`src/rtl/core/qsed_pkg.sv`:
```
`timescale 1ns / 1ps
// Shared types and constants for the quoted string escape decoder.
// No dependencies; used by every module of the core.
package qsed_pkg;

    // Error codes carried with each result
    localparam logic [1:0] ERR_NONE = 2'd0;
    localparam logic [1:0] ERR_HEX  = 2'd1;
    localparam logic [1:0] ERR_OPEN = 2'd2;

    // Characters recognized by the decoder
    localparam logic [7:0] CH_BACKSLASH = 8'h5C;
    localparam logic [7:0] CH_DQUOTE    = 8'h22;
    localparam logic [7:0] CH_SQUOTE    = 8'h27;
    localparam logic [7:0] CH_A         = 8'h61;
    localparam logic [7:0] CH_B         = 8'h62;
    localparam logic [7:0] CH_F         = 8'h66;
    localparam logic [7:0] CH_N         = 8'h6E;
    localparam logic [7:0] CH_R         = 8'h72;
    localparam logic [7:0] CH_T         = 8'h74;
    localparam logic [7:0] CH_V         = 8'h76;
    localparam logic [7:0] CH_X         = 8'h78;

    // Control bytes produced by the letter escapes
    localparam logic [7:0] BYTE_BEL = 8'h07;
    localparam logic [7:0] BYTE_BS  = 8'h08;
    localparam logic [7:0] BYTE_FF  = 8'h0C;
    localparam logic [7:0] BYTE_LF  = 8'h0A;
    localparam logic [7:0] BYTE_CR  = 8'h0D;
    localparam logic [7:0] BYTE_HT  = 8'h09;
    localparam logic [7:0] BYTE_VT  = 8'h0B;

    // One result transfer
    typedef struct packed {
        logic [7:0] ch;
        logic       valid;
        logic       last;
        logic [1:0] err;
    } result_t;

    // One queue entry: the results caused by one input byte
    typedef struct packed {
        logic    two;
        result_t first;
        result_t second;
    } cmd_t;

endpackage

```
`src/rtl/core/qsed_front.sv`:
```
`timescale 1ns / 1ps
// Front end: accepts input bytes, tracks the escape state and turns each
// byte into at most one queue entry of one or two results. Depends on qsed_pkg.
module qsed_front (
    input  logic             aclk,
    input  logic             aresetn,
    input  logic             s_tvalid,
    output logic             s_tready,
    input  logic [7:0]       in_char,
    input  logic             in_last,
    input  logic             queue_room,
    output logic             push,
    output qsed_pkg::cmd_t   push_cmd
);

    typedef enum logic [2:0] {
        MODE_NORMAL = 3'd0,
        MODE_ESC    = 3'd1,
        MODE_HEX1   = 3'd2,
        MODE_HEX2   = 3'd3,
        MODE_OCT    = 3'd4,
        MODE_ERR    = 3'd5
    } mode_t;

    mode_t      mode_reg, mode_next;
    logic [8:0] acc_reg, acc_next;
    logic [1:0] cnt_reg, cnt_next;

    qsed_pkg::result_t res_a, res_b, res_c, res_second;
    logic a_v, b_v, c_v;
    logic accept;
    logic is_oct;
    logic hex_ok;
    logic [3:0] hex_val;
    logic [8:0] acc_hex, acc_oct;
    logic [1:0] cnt_inc;
    logic open_end;

    function automatic qsed_pkg::result_t mk_res(input logic [7:0] ch, input logic valid,
                                                 input logic [1:0] err);
        qsed_pkg::result_t r;
        r.ch    = valid ? ch : 8'd0;
        r.valid = valid;
        r.last  = 1'b0;
        r.err   = err;
        return r;
    endfunction

    assign s_tready = queue_room;
    assign accept   = s_tvalid && s_tready;
    assign is_oct   = (in_char[7:3] == 5'b00110);
    assign acc_hex  = {acc_reg[4:0], hex_val};
    assign acc_oct  = {acc_reg[5:0], in_char[2:0]};
    assign cnt_inc  = cnt_reg + 2'd1;

    // Hex digit decode, either case
    always_comb begin
        hex_ok  = 1'b1;
        hex_val = in_char[3:0];
        if (in_char >= 8'h30 && in_char <= 8'h39) begin
            hex_val = in_char[3:0];
        end else if ((in_char >= 8'h61 && in_char <= 8'h66) ||
                     (in_char >= 8'h41 && in_char <= 8'h46)) begin
            hex_val = in_char[3:0] + 4'd9;
        end else begin
            hex_ok = 1'b0;
        end
    end

    always_comb begin
        mode_next = mode_reg;
        acc_next  = acc_reg;
        cnt_next  = cnt_reg;
        a_v       = 1'b0;
        b_v       = 1'b0;
        res_a     = mk_res(8'd0, 1'b0, qsed_pkg::ERR_NONE);
        res_b     = mk_res(in_char, 1'b1, qsed_pkg::ERR_NONE);
        unique case (mode_reg) inside
            MODE_NORMAL: begin
                if (in_char == qsed_pkg::CH_BACKSLASH) begin
                    mode_next = MODE_ESC;
                end else begin
                    a_v   = 1'b1;
                    res_a = mk_res(in_char, 1'b1, qsed_pkg::ERR_NONE);
                end
            end
            MODE_ESC: begin
                mode_next = MODE_NORMAL;
                a_v       = 1'b1;
                unique case (in_char) inside
                    qsed_pkg::CH_DQUOTE, qsed_pkg::CH_SQUOTE, qsed_pkg::CH_BACKSLASH:
                        res_a = mk_res(in_char, 1'b1, qsed_pkg::ERR_NONE);
                    qsed_pkg::CH_A: res_a = mk_res(qsed_pkg::BYTE_BEL, 1'b1, qsed_pkg::ERR_NONE);
                    qsed_pkg::CH_B: res_a = mk_res(qsed_pkg::BYTE_BS, 1'b1, qsed_pkg::ERR_NONE);
                    qsed_pkg::CH_F: res_a = mk_res(qsed_pkg::BYTE_FF, 1'b1, qsed_pkg::ERR_NONE);
                    qsed_pkg::CH_N: res_a = mk_res(qsed_pkg::BYTE_LF, 1'b1, qsed_pkg::ERR_NONE);
                    qsed_pkg::CH_R: res_a = mk_res(qsed_pkg::BYTE_CR, 1'b1, qsed_pkg::ERR_NONE);
                    qsed_pkg::CH_T: res_a = mk_res(qsed_pkg::BYTE_HT, 1'b1, qsed_pkg::ERR_NONE);
                    qsed_pkg::CH_V: res_a = mk_res(qsed_pkg::BYTE_VT, 1'b1, qsed_pkg::ERR_NONE);
                    qsed_pkg::CH_X: begin
                        a_v       = 1'b0;
                        mode_next = MODE_HEX1;
                    end
                    default: begin
                        a_v = 1'b0;
                        if (is_oct) begin
                            acc_next  = {6'd0, in_char[2:0]};
                            cnt_next  = 2'd1;
                            mode_next = MODE_OCT;
                        end
                    end
                endcase
            end
            MODE_HEX1, MODE_HEX2: begin
                if (!hex_ok) begin
                    a_v       = 1'b1;
                    res_a     = mk_res(8'd0, 1'b0, qsed_pkg::ERR_HEX);
                    mode_next = MODE_ERR;
                end else if (mode_reg == MODE_HEX1) begin
                    acc_next  = {5'd0, hex_val};
                    mode_next = MODE_HEX2;
                end else begin
                    acc_next  = acc_hex;
                    a_v       = 1'b1;
                    res_a     = mk_res(acc_hex[7:0], 1'b1, qsed_pkg::ERR_NONE);
                    mode_next = MODE_NORMAL;
                end
            end
            MODE_OCT: begin
                if (is_oct) begin
                    acc_next = acc_oct;
                    cnt_next = cnt_inc;
                    if (cnt_inc == 2'd3) begin
                        a_v       = 1'b1;
                        res_a     = mk_res(acc_oct[7:0], 1'b1, qsed_pkg::ERR_NONE);
                        mode_next = MODE_NORMAL;
                    end
                end else begin
                    // flush the octal value, then handle the byte as in plain character mode
                    a_v       = 1'b1;
                    res_a     = mk_res(acc_reg[7:0], 1'b1, qsed_pkg::ERR_NONE);
                    mode_next = MODE_NORMAL;
                    if (in_char == qsed_pkg::CH_BACKSLASH) begin
                        mode_next = MODE_ESC;
                    end else begin
                        b_v = 1'b1;
                    end
                end
            end
            default: begin
                mode_next = MODE_ERR;
            end
        endcase
    end

    // End-of-string result
    assign open_end = (mode_next == MODE_ESC) || (mode_next == MODE_HEX1) ||
                      (mode_next == MODE_HEX2);
    assign c_v = in_last && ((mode_next == MODE_OCT) || open_end || !a_v);

    always_comb begin
        if (mode_next == MODE_OCT) begin
            res_c = mk_res(acc_next[7:0], 1'b1, qsed_pkg::ERR_NONE);
        end else if (open_end) begin
            res_c = mk_res(8'd0, 1'b0, qsed_pkg::ERR_OPEN);
        end else if (mode_next == MODE_ERR) begin
            res_c = mk_res(8'd0, 1'b0, qsed_pkg::ERR_HEX);
        end else begin
            res_c = mk_res(8'd0, 1'b0, qsed_pkg::ERR_NONE);
        end
        res_second = b_v ? res_b : res_c;
    end

    always_comb begin
        push_cmd.two    = a_v && (b_v || c_v);
        push_cmd.first  = a_v ? res_a : res_c;
        push_cmd.second = res_second;
        if (push_cmd.two) begin
            push_cmd.second.last = in_last;
        end else begin
            push_cmd.first.last = in_last;
        end
        push = accept && (a_v || c_v);
    end

    always_ff @(posedge aclk) begin
        if (!aresetn) begin
            mode_reg <= MODE_NORMAL;
            acc_reg  <= 9'd0;
            cnt_reg  <= 2'd0;
        end else if (accept) begin
            if (in_last) begin
                mode_reg <= MODE_NORMAL;
                acc_reg  <= 9'd0;
                cnt_reg  <= 2'd0;
            end else begin
                mode_reg <= mode_next;
                acc_reg  <= acc_next;
                cnt_reg  <= cnt_next;
            end
        end
    end

endmodule

```
`src/rtl/core/qsed_queue.sv`:
```
`timescale 1ns / 1ps
// Short command queue between the front end and the result stage.
// Depends on qsed_pkg for the entry type.
module qsed_queue #(
    parameter int DEPTH = 4
) (
    input  logic           aclk,
    input  logic           aresetn,
    input  logic           push,
    input  qsed_pkg::cmd_t push_cmd,
    input  logic           pop,
    output qsed_pkg::cmd_t head,
    output logic           not_empty,
    output logic           not_full
);

    localparam int PTR_W = (DEPTH > 1) ? $clog2(DEPTH) : 1;
    localparam int CNT_W = $clog2(DEPTH + 1);

    qsed_pkg::cmd_t entry_reg [DEPTH];
    logic [PTR_W-1:0] wr_ptr_reg, rd_ptr_reg;
    logic [CNT_W-1:0] count_reg, count_next;

    assign not_empty = (count_reg != '0);
    assign not_full  = (count_reg != CNT_W'(DEPTH));
    assign head      = entry_reg[rd_ptr_reg];

    always_comb begin
        count_next = count_reg;
        if (push && !pop) begin
            count_next = count_reg + CNT_W'(1);
        end else if (pop && !push) begin
            count_next = count_reg - CNT_W'(1);
        end
    end

    always_ff @(posedge aclk) begin
        if (push) begin
            entry_reg[wr_ptr_reg] <= push_cmd;
        end
    end

    always_ff @(posedge aclk) begin
        if (!aresetn) begin
            wr_ptr_reg <= '0;
            rd_ptr_reg <= '0;
            count_reg  <= '0;
        end else begin
            count_reg <= count_next;
            if (push) begin
                wr_ptr_reg <= (wr_ptr_reg == PTR_W'(DEPTH - 1)) ? '0 : wr_ptr_reg + PTR_W'(1);
            end
            if (pop) begin
                rd_ptr_reg <= (rd_ptr_reg == PTR_W'(DEPTH - 1)) ? '0 : rd_ptr_reg + PTR_W'(1);
            end
        end
    end

endmodule

```
`src/rtl/core/qsed_back.sv`:
```
`timescale 1ns / 1ps
// Result stage: walks the results of each queue entry into the output
// register. Depends on qsed_pkg.
module qsed_back (
    input  logic           aclk,
    input  logic           aresetn,
    input  qsed_pkg::cmd_t head,
    input  logic           head_valid,
    output logic           pop,
    output logic           m_tvalid,
    input  logic           m_tready,
    output logic [7:0]     m_tdata,
    output logic [2:0]     m_tuser,
    output logic           m_tlast
);

    logic              sel_reg;
    logic              m_tvalid_reg;
    qsed_pkg::result_t out_reg;
    qsed_pkg::result_t cur;
    logic              load;

    assign load = head_valid && (!m_tvalid_reg || m_tready);
    assign cur  = sel_reg ? head.second : head.first;
    assign pop  = load && (sel_reg || !head.two);

    always_ff @(posedge aclk) begin
        if (load) begin
            out_reg <= cur;
        end
    end

    always_ff @(posedge aclk) begin
        if (!aresetn) begin
            sel_reg      <= 1'b0;
            m_tvalid_reg <= 1'b0;
        end else begin
            if (load) begin
                sel_reg      <= !pop;
                m_tvalid_reg <= 1'b1;
            end else if (m_tready) begin
                m_tvalid_reg <= 1'b0;
            end
        end
    end

    assign m_tvalid = m_tvalid_reg;
    assign m_tdata  = out_reg.ch;
    assign m_tuser  = {out_reg.err, out_reg.valid};
    assign m_tlast  = out_reg.last;

endmodule

```
`src/rtl/core/quoted_string_escape_decoder_core.sv`:
```
`timescale 1ns / 1ps
// Top level of the quoted string escape decoder.
// Depends on qsed_pkg, qsed_front, qsed_queue and qsed_back.
//
// Usage:
//   Feed the body of a quoted string (no enclosing quotes) on the s_ channel,
//   one byte per transfer, with s_tlast on the final byte. Decoded bytes come
//   out on the m_ channel, one result per transfer; m_tlast marks the final
//   result of each string, and every string ends with exactly one such result.
//   m_tuser[0] tells whether m_tdata holds a byte; m_tuser[2:1] carries the
//   error code (invalid hex digit, or escape still open at the end).
// Timing:
//   A result passes through the command queue and then the output register
//   before it is presented on the m_ ports. One input byte is taken per
//   cycle while the queue has room. A byte that yields two results (an
//   octal run closed by another byte) sends both through the result stage in
//   turn, so the sustained rate drops only where such bytes occur; the command
//   queue between front end and result stage absorbs short bursts of them.
// Stall and reset:
//   When m_tready is low the output register holds its transfer and the
//   queue fills; s_tready drops once the queue is full. A synchronous reset
//   (aresetn low) empties the queue and output and returns the decoder to
//   plain character mode.
module quoted_string_escape_decoder_core #(
    parameter int QUEUE_DEPTH = 4
) (
    input  logic       aclk,
    input  logic       aresetn,
    input  logic       s_tvalid,
    output logic       s_tready,
    input  logic [7:0] s_tdata,    // [7:0] in_char
    input  logic       s_tlast,    // in_last
    output logic       m_tvalid,
    input  logic       m_tready,
    output logic [7:0] m_tdata,    // [7:0] out_char
    output logic [2:0] m_tuser,    // [0] out_valid, [2:1] out_error
    output logic       m_tlast     // out_end
);

    qsed_pkg::cmd_t push_cmd;
    qsed_pkg::cmd_t head;
    logic           push;
    logic           pop;
    logic           not_empty;
    logic           not_full;

    // Front end: classify each byte and queue the results it causes
    qsed_front u_front (
        .aclk       (aclk),
        .aresetn    (aresetn),
        .s_tvalid   (s_tvalid),
        .s_tready   (s_tready),
        .in_char    (s_tdata),
        .in_last    (s_tlast),
        .queue_room (not_full),
        .push       (push),
        .push_cmd   (push_cmd)
    );

    // Decouple the front end from output stalls
    qsed_queue #(
        .DEPTH (QUEUE_DEPTH)
    ) u_queue (
        .aclk      (aclk),
        .aresetn   (aresetn),
        .push      (push),
        .push_cmd  (push_cmd),
        .pop       (pop),
        .head      (head),
        .not_empty (not_empty),
        .not_full  (not_full)
    );

    // Result stage: one result transfer per cycle into the output register when not stalled
    qsed_back u_back (
        .aclk       (aclk),
        .aresetn    (aresetn),
        .head       (head),
        .head_valid (not_empty),
        .pop        (pop),
        .m_tvalid   (m_tvalid),
        .m_tready   (m_tready),
        .m_tdata    (m_tdata),
        .m_tuser    (m_tuser),
        .m_tlast    (m_tlast)
    );

endmodule
```
`config.mk`:
```
export PLATFORM = sky130hd
export DESIGN_NAME = quoted_string_escape_decoder_core
export DESIGN_NICKNAME = d
export VERILOG_FILES = /design/src/rtl/core/qsed_pkg.sv /design/src/rtl/core/qsed_front.sv /design/src/rtl/core/qsed_queue.sv /design/src/rtl/core/qsed_back.sv /design/src/rtl/core/quoted_string_escape_decoder_core.sv
export SDC_FILE = /design/constraint.sdc
export NUM_CORES = 1
export LEC_CHECK = 0
export CORE_UTILIZATION = 50
export DETAILED_ROUTE_END_ITERATION = 10
export DONT_BUFFER_PORTS = 1
export MAX_ROUTING_LAYER = met4
export PLACE_DENSITY = 0.71
export SYNTH_ARGS = -nofsm -noshare
export SYNTH_HDL_FRONTEND = slang
export SYNTH_SLANG_ARGS = --single-unit
```
`constraint.sdc`:
```
create_clock -name aclk -period 11.1 [get_ports aclk]
set_clock_uncertainty 0.1 [all_clocks]
set_input_delay 2.22 -clock aclk [delete_from_list [all_inputs] [get_ports aclk]]
set_output_delay 2.22 -clock aclk [all_outputs]
set_load 0.01 [all_outputs]
```
# == Word-level counts from Yosys, hierarchy flattened ==
# Memories as Yosys holds them, arrays and structs flattened. A register that Yosys moved wholly into a read port is not among the register bits.
# Cells that the tools add are included.
# classes
addsub,6
order_cmp,6
n_eq_ne,28
muxes,60
reduce_logical,35
# op_table
operator,n
$mux 12,10
$pmux 12 s8,1
$eq 8x7->1 const B,9
$mux 8,6
$pmux 12 s4,1
$mux 3,8
$pmux 8 s3,1
$mux 1,18
$mux 2,9
$eq 8x6->1 const B,2
$ge 8x7->1 const B,2
$le 8x7->1 const B,2
$eq 3x2->1 const B,4
$pmux 3 s4,1
$logic_and 1x1->1,11
$reduce_or 11->1,1
$reduce_or 10->1,1
$eq 3x3->1 const B,3
$logic_or 1x1->1,9
$ge 8x6->1 const B,1
$le 8x6->1 const B,1
$mux 4,2
$add 2x1->2 const B,3
$eq 2x2->1 const B,3
other kinds (17),26
# word_totals
register_bits,34
mem_bits_rw,100
output_inout_bits,14
n_memories,1
# mem_list
memory,depth,word_bits,rd,rd_clocked_by_memory_dff,wr,line_no,source
u_queue.entry_reg,4,25,1,1,1,qsed_queue.sv:20,qsed_pkg::cmd_t entry_reg [DEPTH];

# == Depth between registers and ports, before layout ==
# depth
depth_word,19
depth_mapped,14

# == Cells and area by module ==
# Synthesis repeated with hierarchy kept, for this count alone.
# unflattened
hier_cells,514
hier_area_um2,6919.1
# by_module_without_submodules
mod,instances,cells_each,area_per_inst_um2,seq_area_each_um2
qsed_queue,1,176,4110.2,3183.1
qsed_front,1,301,2173.3,260.2
qsed_back,1,37,635.6,400.4

# == Worst setup path before layout ==
# Ideal clock, no wire load.
# synth_timing
path_type,in2reg
from,input s_tdata[1]
to,register u_queue.count_reg[2]
t_arrival_ns,5.288
required_ns,10.924
path_slack_ns,5.636
path_stages,13
path_buffers,1
cell_sequence,clkbuf_1 -> inv_1 -> ha_1 -> nor4b_2 -> nor2_1 -> a2111o_4 -> a31oi_4 -> ha_1 -> inv_1 -> fa_1 -> xor2_1 -> or3_1 -> a21boi_0
# synth_between
elab_chain_len,18
word_cells_on_any_way,51
# synth_lines
element,line_no,source
"start, declared",quoted_string_escape_decoder_core.sv:31,"input logic [7:0] s_tdata,"
$ge 8x7->1 (tied with other cells),qsed_front.sv:62,end else if ((in_char >= 8'h61 && in_char <= 8'h66) ||
$logic_and 1x1->1 (on tied branches),"qsed_front.sv:62, qsed_front.sv:63",
$logic_or 1x1->1,qsed_front.sv:62,
$mux 1,qsed_front.sv:62,
$mux 1,qsed_front.sv:60,if (in_char >= 8'h30 && in_char <= 8'h39) begin
$mux 3,qsed_front.sv:115,if (!hex_ok) begin
$pmux 3 s4,qsed_front.sv:78,unique case (mode_reg) inside
$eq 3x1->1 / $eq 3x2->1 (equally long branches),qsed_front.sv:157,assign open_end = (mode_next == MODE_ESC) || (mode_next == MODE_HEX1) ||
$logic_or 1x1->1 (2 in series),qsed_front.sv:157,
$logic_or 1x1->1 (2 in series),qsed_front.sv:159,assign c_v = in_last && ((mode_next == MODE_OCT) || open_end || !a_v);
$logic_and 1x1->1,qsed_front.sv:159,
$logic_or 1x1->1 (*),qsed_front.sv:183,push = accept && (a_v || c_v);
$logic_and 1x1->1 (*),qsed_front.sv:183,
net push,quoted_string_escape_decoder_core.sv:42,logic push;
$logic_not 1->1,qsed_queue.sv:32,end else if (pop && !push) begin
$logic_and 1x1->1,qsed_queue.sv:32,
$reduce_bool 2->1 (no source line),--,
"end signal, assigned",qsed_queue.sv:49,count_reg <= count_next;
"end, declared",qsed_queue.sv:22,"logic [CNT_W-1:0] count_reg, count_next;"
# Mark *: on every way through the listed nets, which the timed path passes. The rest lies on a longest branch.
# A chain may end at the register's enable or synchronous reset.

# == Final worst setup path ==
# layout_timing
from,input s_tdata[0]
to,register u_queue.count_reg[2]
# The elaborated chain is that of the path after synthesis.

==> results.yml <==
sta:
  worstMarginPinSlew_ns: 1.019
  period_share: 0.4711
  rsz0062_at_grt: "no"
  relSlewSlack: 0.3147
  max_freq_ghz: 0.1912
  hold_viol: 0
  period_needed_ns: 5.229
  tns_ns: 0
  finalMaxSlewViolations: 0
  setup_viol: 0
worst_hold_path:
  min_path_type: "reg2reg"
  holdCritStartpoint: "u_front.cnt_reg[0]$_SDFFE_PN0P_"
synth:
  synth_cells: 534
  synth_top_family_by_area: "simple AND/OR/NAND/NOR gates"
  synth_cell_types: 67
  ys.flop_type: "edfxtp_1"
  synth_nets: 559
  synthAdderAreaFrac: 0.02378
  synth_xor_area_frac: 0.002643
  ys_seq_area_frac: 0.5798
  ys_warn_count: 0
  syn_avg_cell_area_sq_um: 12.41
  synth_edf_count: 112
  synth_area_sq_um: 6629
  synthSimpleGateAreaFrac: 0.1408
  synth_mux_area_frac: 0.08947
  async_flop_share: 0
  synth_compound_area_frac: 0.1361
  synth.ff_latch_count: 136
floorplan:
  die_area_sq_um: 13720
  initial_core_util: 0.5190
  die_h_um: 117.1
  io_pins: 27
  core_area_sq_um: 12770
  rows: 41
  dieWidth_um: 117.1
critical_path:
  worstPathMaxFanout: 10
  path_class: "in2reg"
  cp_cell_sequence: "inv_1 -> ha_1 -> nor4b_2 -> nor2_1 -> a2111o_4 -> a31oi_4 -> ha_1 -> inv_1 -> fa_1 -> xor2_1 -> or3_1 -> a21boi_0"
  cp.arrival_ns: 5.47
  cpPeakStageDelay_ns: 0.59
  crit_family: "compound AO/OA/AOI/OAI gates"
  crit_slowest_cell: "a2111o_4"
  cp-start-kind: "input pin"
  r2r-start: "u_front.mode_reg[0]$_SDFFE_PN0P_"
  cp_data_required_time_ns: 11.34
  critPathCaptureType: "register"
  critical_path_buf_inv_count: 2
  crit_start: "s_tdata[0]"
detailed_routing:
  antenna_left: 0
  drc: 0
  via_per_inst: 6.301
  dr_total_vias: 4518
  dr.pass1.iters: 5
  wire_per_inst_um: 21.16
  drt_wl_total_mm: 15.17
  initialDrtViolationCount: 463
placement:
  gp_congestion: 0.9460
  dp_hpwl_mm: 10.08
  portBuffers: 0
clock_network:
  cts_buffer_depth: 2
  path_clk_slew_ns: 0.06
  clkLatencyLatePin_ns: 0.42
  cts_hold_buf: 0
  cts_tree: "built"
  post_cts_buffers: 0
  cts_resized: 0
  clockRootBuffer: "clkbuf_16"
  cts_sinks: 136
  cts_buffers: 17
  h-tree-depth: 4
layout:
  final_nets: 557
  syn_to_final_growth_pct: 10.46
  final_cell_mix: "edfxtp_1 (112), nand2_1 (73), a21oi_1 (38)"
  n_antenna_cell: 0
  drive_above_1_share: 0.1339
  largest_reg_flops: 100
  final_common_cell: "edfxtp_1"
power_and_ir_drop:
  totalPowerFinal_w: 0.001476
  power_leakage_nw: 2.467
  seq_power_share: 0.477
  p_sw_frac: 0.2747
  netSwitchingPower_w: 0.0004054
  p_per_area_nw_per_um2: 201.6
  internal-power_w: 0.001071
  power_frac_comb: 0.175
  pwr-share-clk: 0.348
  vdd_drop_max_mv: 0.1177
status:
  status: "completed"
grt:
  overflow: 0
  grt_pass1_wl_mm: 24.18
  grt_pass1_vias: 4406
  grtUsageTotal: 0.2537
  grt_max_degree: 28
  antenna_found_initial: 0
job:
  drv_cap: 0
[worst paths after layout]
check	endpoint	slack [ns]	cells after the start
worst min-delay path	u_front.cnt_reg[0]$_SDFFE_PN0P_	0.38	2
worst max-delay path	u_queue.count_reg[2]$_SDFFE_PN0P_	5.87	12
worst min register to register	u_front.cnt_reg[0]$_SDFFE_PN0P_	0.38	2
worst max register to register	u_queue.count_reg[2]$_SDFFE_PN0P_	7.52	11
[cells in the mapped netlist, drive strengths merged (13+ instances only)]
cell	n	area share
a21oi	38	0.029
clkbuf	17	0.0096
dfxtp	24	0.072
edfxtp	112	0.51
inv	17	0.0096
mux4	25	0.085
nand2	73	0.041
nand3	14	0.011
nor2	29	0.016
nor3	13	0.0098
o21ai	25	0.019
[power by group through the flow]
stage | Combinational [W] | Clock, W | Sequential [W]
after floorplan | 0.000232 | 0 | 0.000677
after global placement | 0.000250 | 0 | 0.000714
after detailed placement | 0.000260 | 0 | 0.000718
after CTS | 0.000261 | 0.000520 | 0.000708
after global routing | 0.000284 | 0.000545 | 0.000720
final | 0.000259 | 0.000513 | 0.000704
[cells by family after synthesis]
kind of cell | after synthesis
AOI/OAI and AO/OA | 127
DFF | 136
buffers and inverters | 46
muxes | 28
xor gates and xnor gates | 2
and+or+nand+nor | 183
adders and majority gates | 12
[layout make-up]
cell class / instances / area, sq um
fillers: 1002 / 5451
flip-flops and latches: 136 / 3845
multi-input cells: 352 / 2604
clock buffers: 19 / 432.9
well taps: 172 / 215.2
clock inverters: 13 / 105.1
inverters: 18 / 67.56
repair buffers: 7 / 52.55
[metal layers]
layer | GRT usage | up-vias | share of wire
met1 | 0.3243 | 2226 | 0.42
met2 | 0.3878 | 207 | 0.48
met3 | 0.05922 | 39 | 0.073
met5 | - | - | 0
met4 | 0.1105 | 0 | 0.028
li1 | - | 2046 | -
[worst register-to-register path, cell delays in order (launching register included)]
cell and delay, ns:
dfxtp_1 0.45, nor2_1 0.27, nand2_1 0.44, o221ai_1 0.52, nor2_1 0.13, a31oi_4 0.26
ha_1 0.25, inv_1 0.07, fa_1 0.37, xor2_1 0.18, or3_1 0.31, a21boi_0 0.16
[metrics by stage]
step | std cells | hold WS, ns | setup WS (ns) | utilization | area (sq um)
finish | 717 | 0.3809 | 5.871 | 0.5732 | 7322
global route | 717 | 0.4004 | 5.651 | 0.5732 | 7322
CTS | 717 | 0.3830 | 5.879 | 0.5732 | 7322
detailed placement | 685 | 0.3744 | 5.436 | 0.5311 | 6784
global placement | 685 | 0.3585 | 5.555 | 0.5311 | 6784
floorplan | 534 | 0.3500 | 5.636 | - | 6629
No activity file was read; power rests on OpenSTA's default activity.
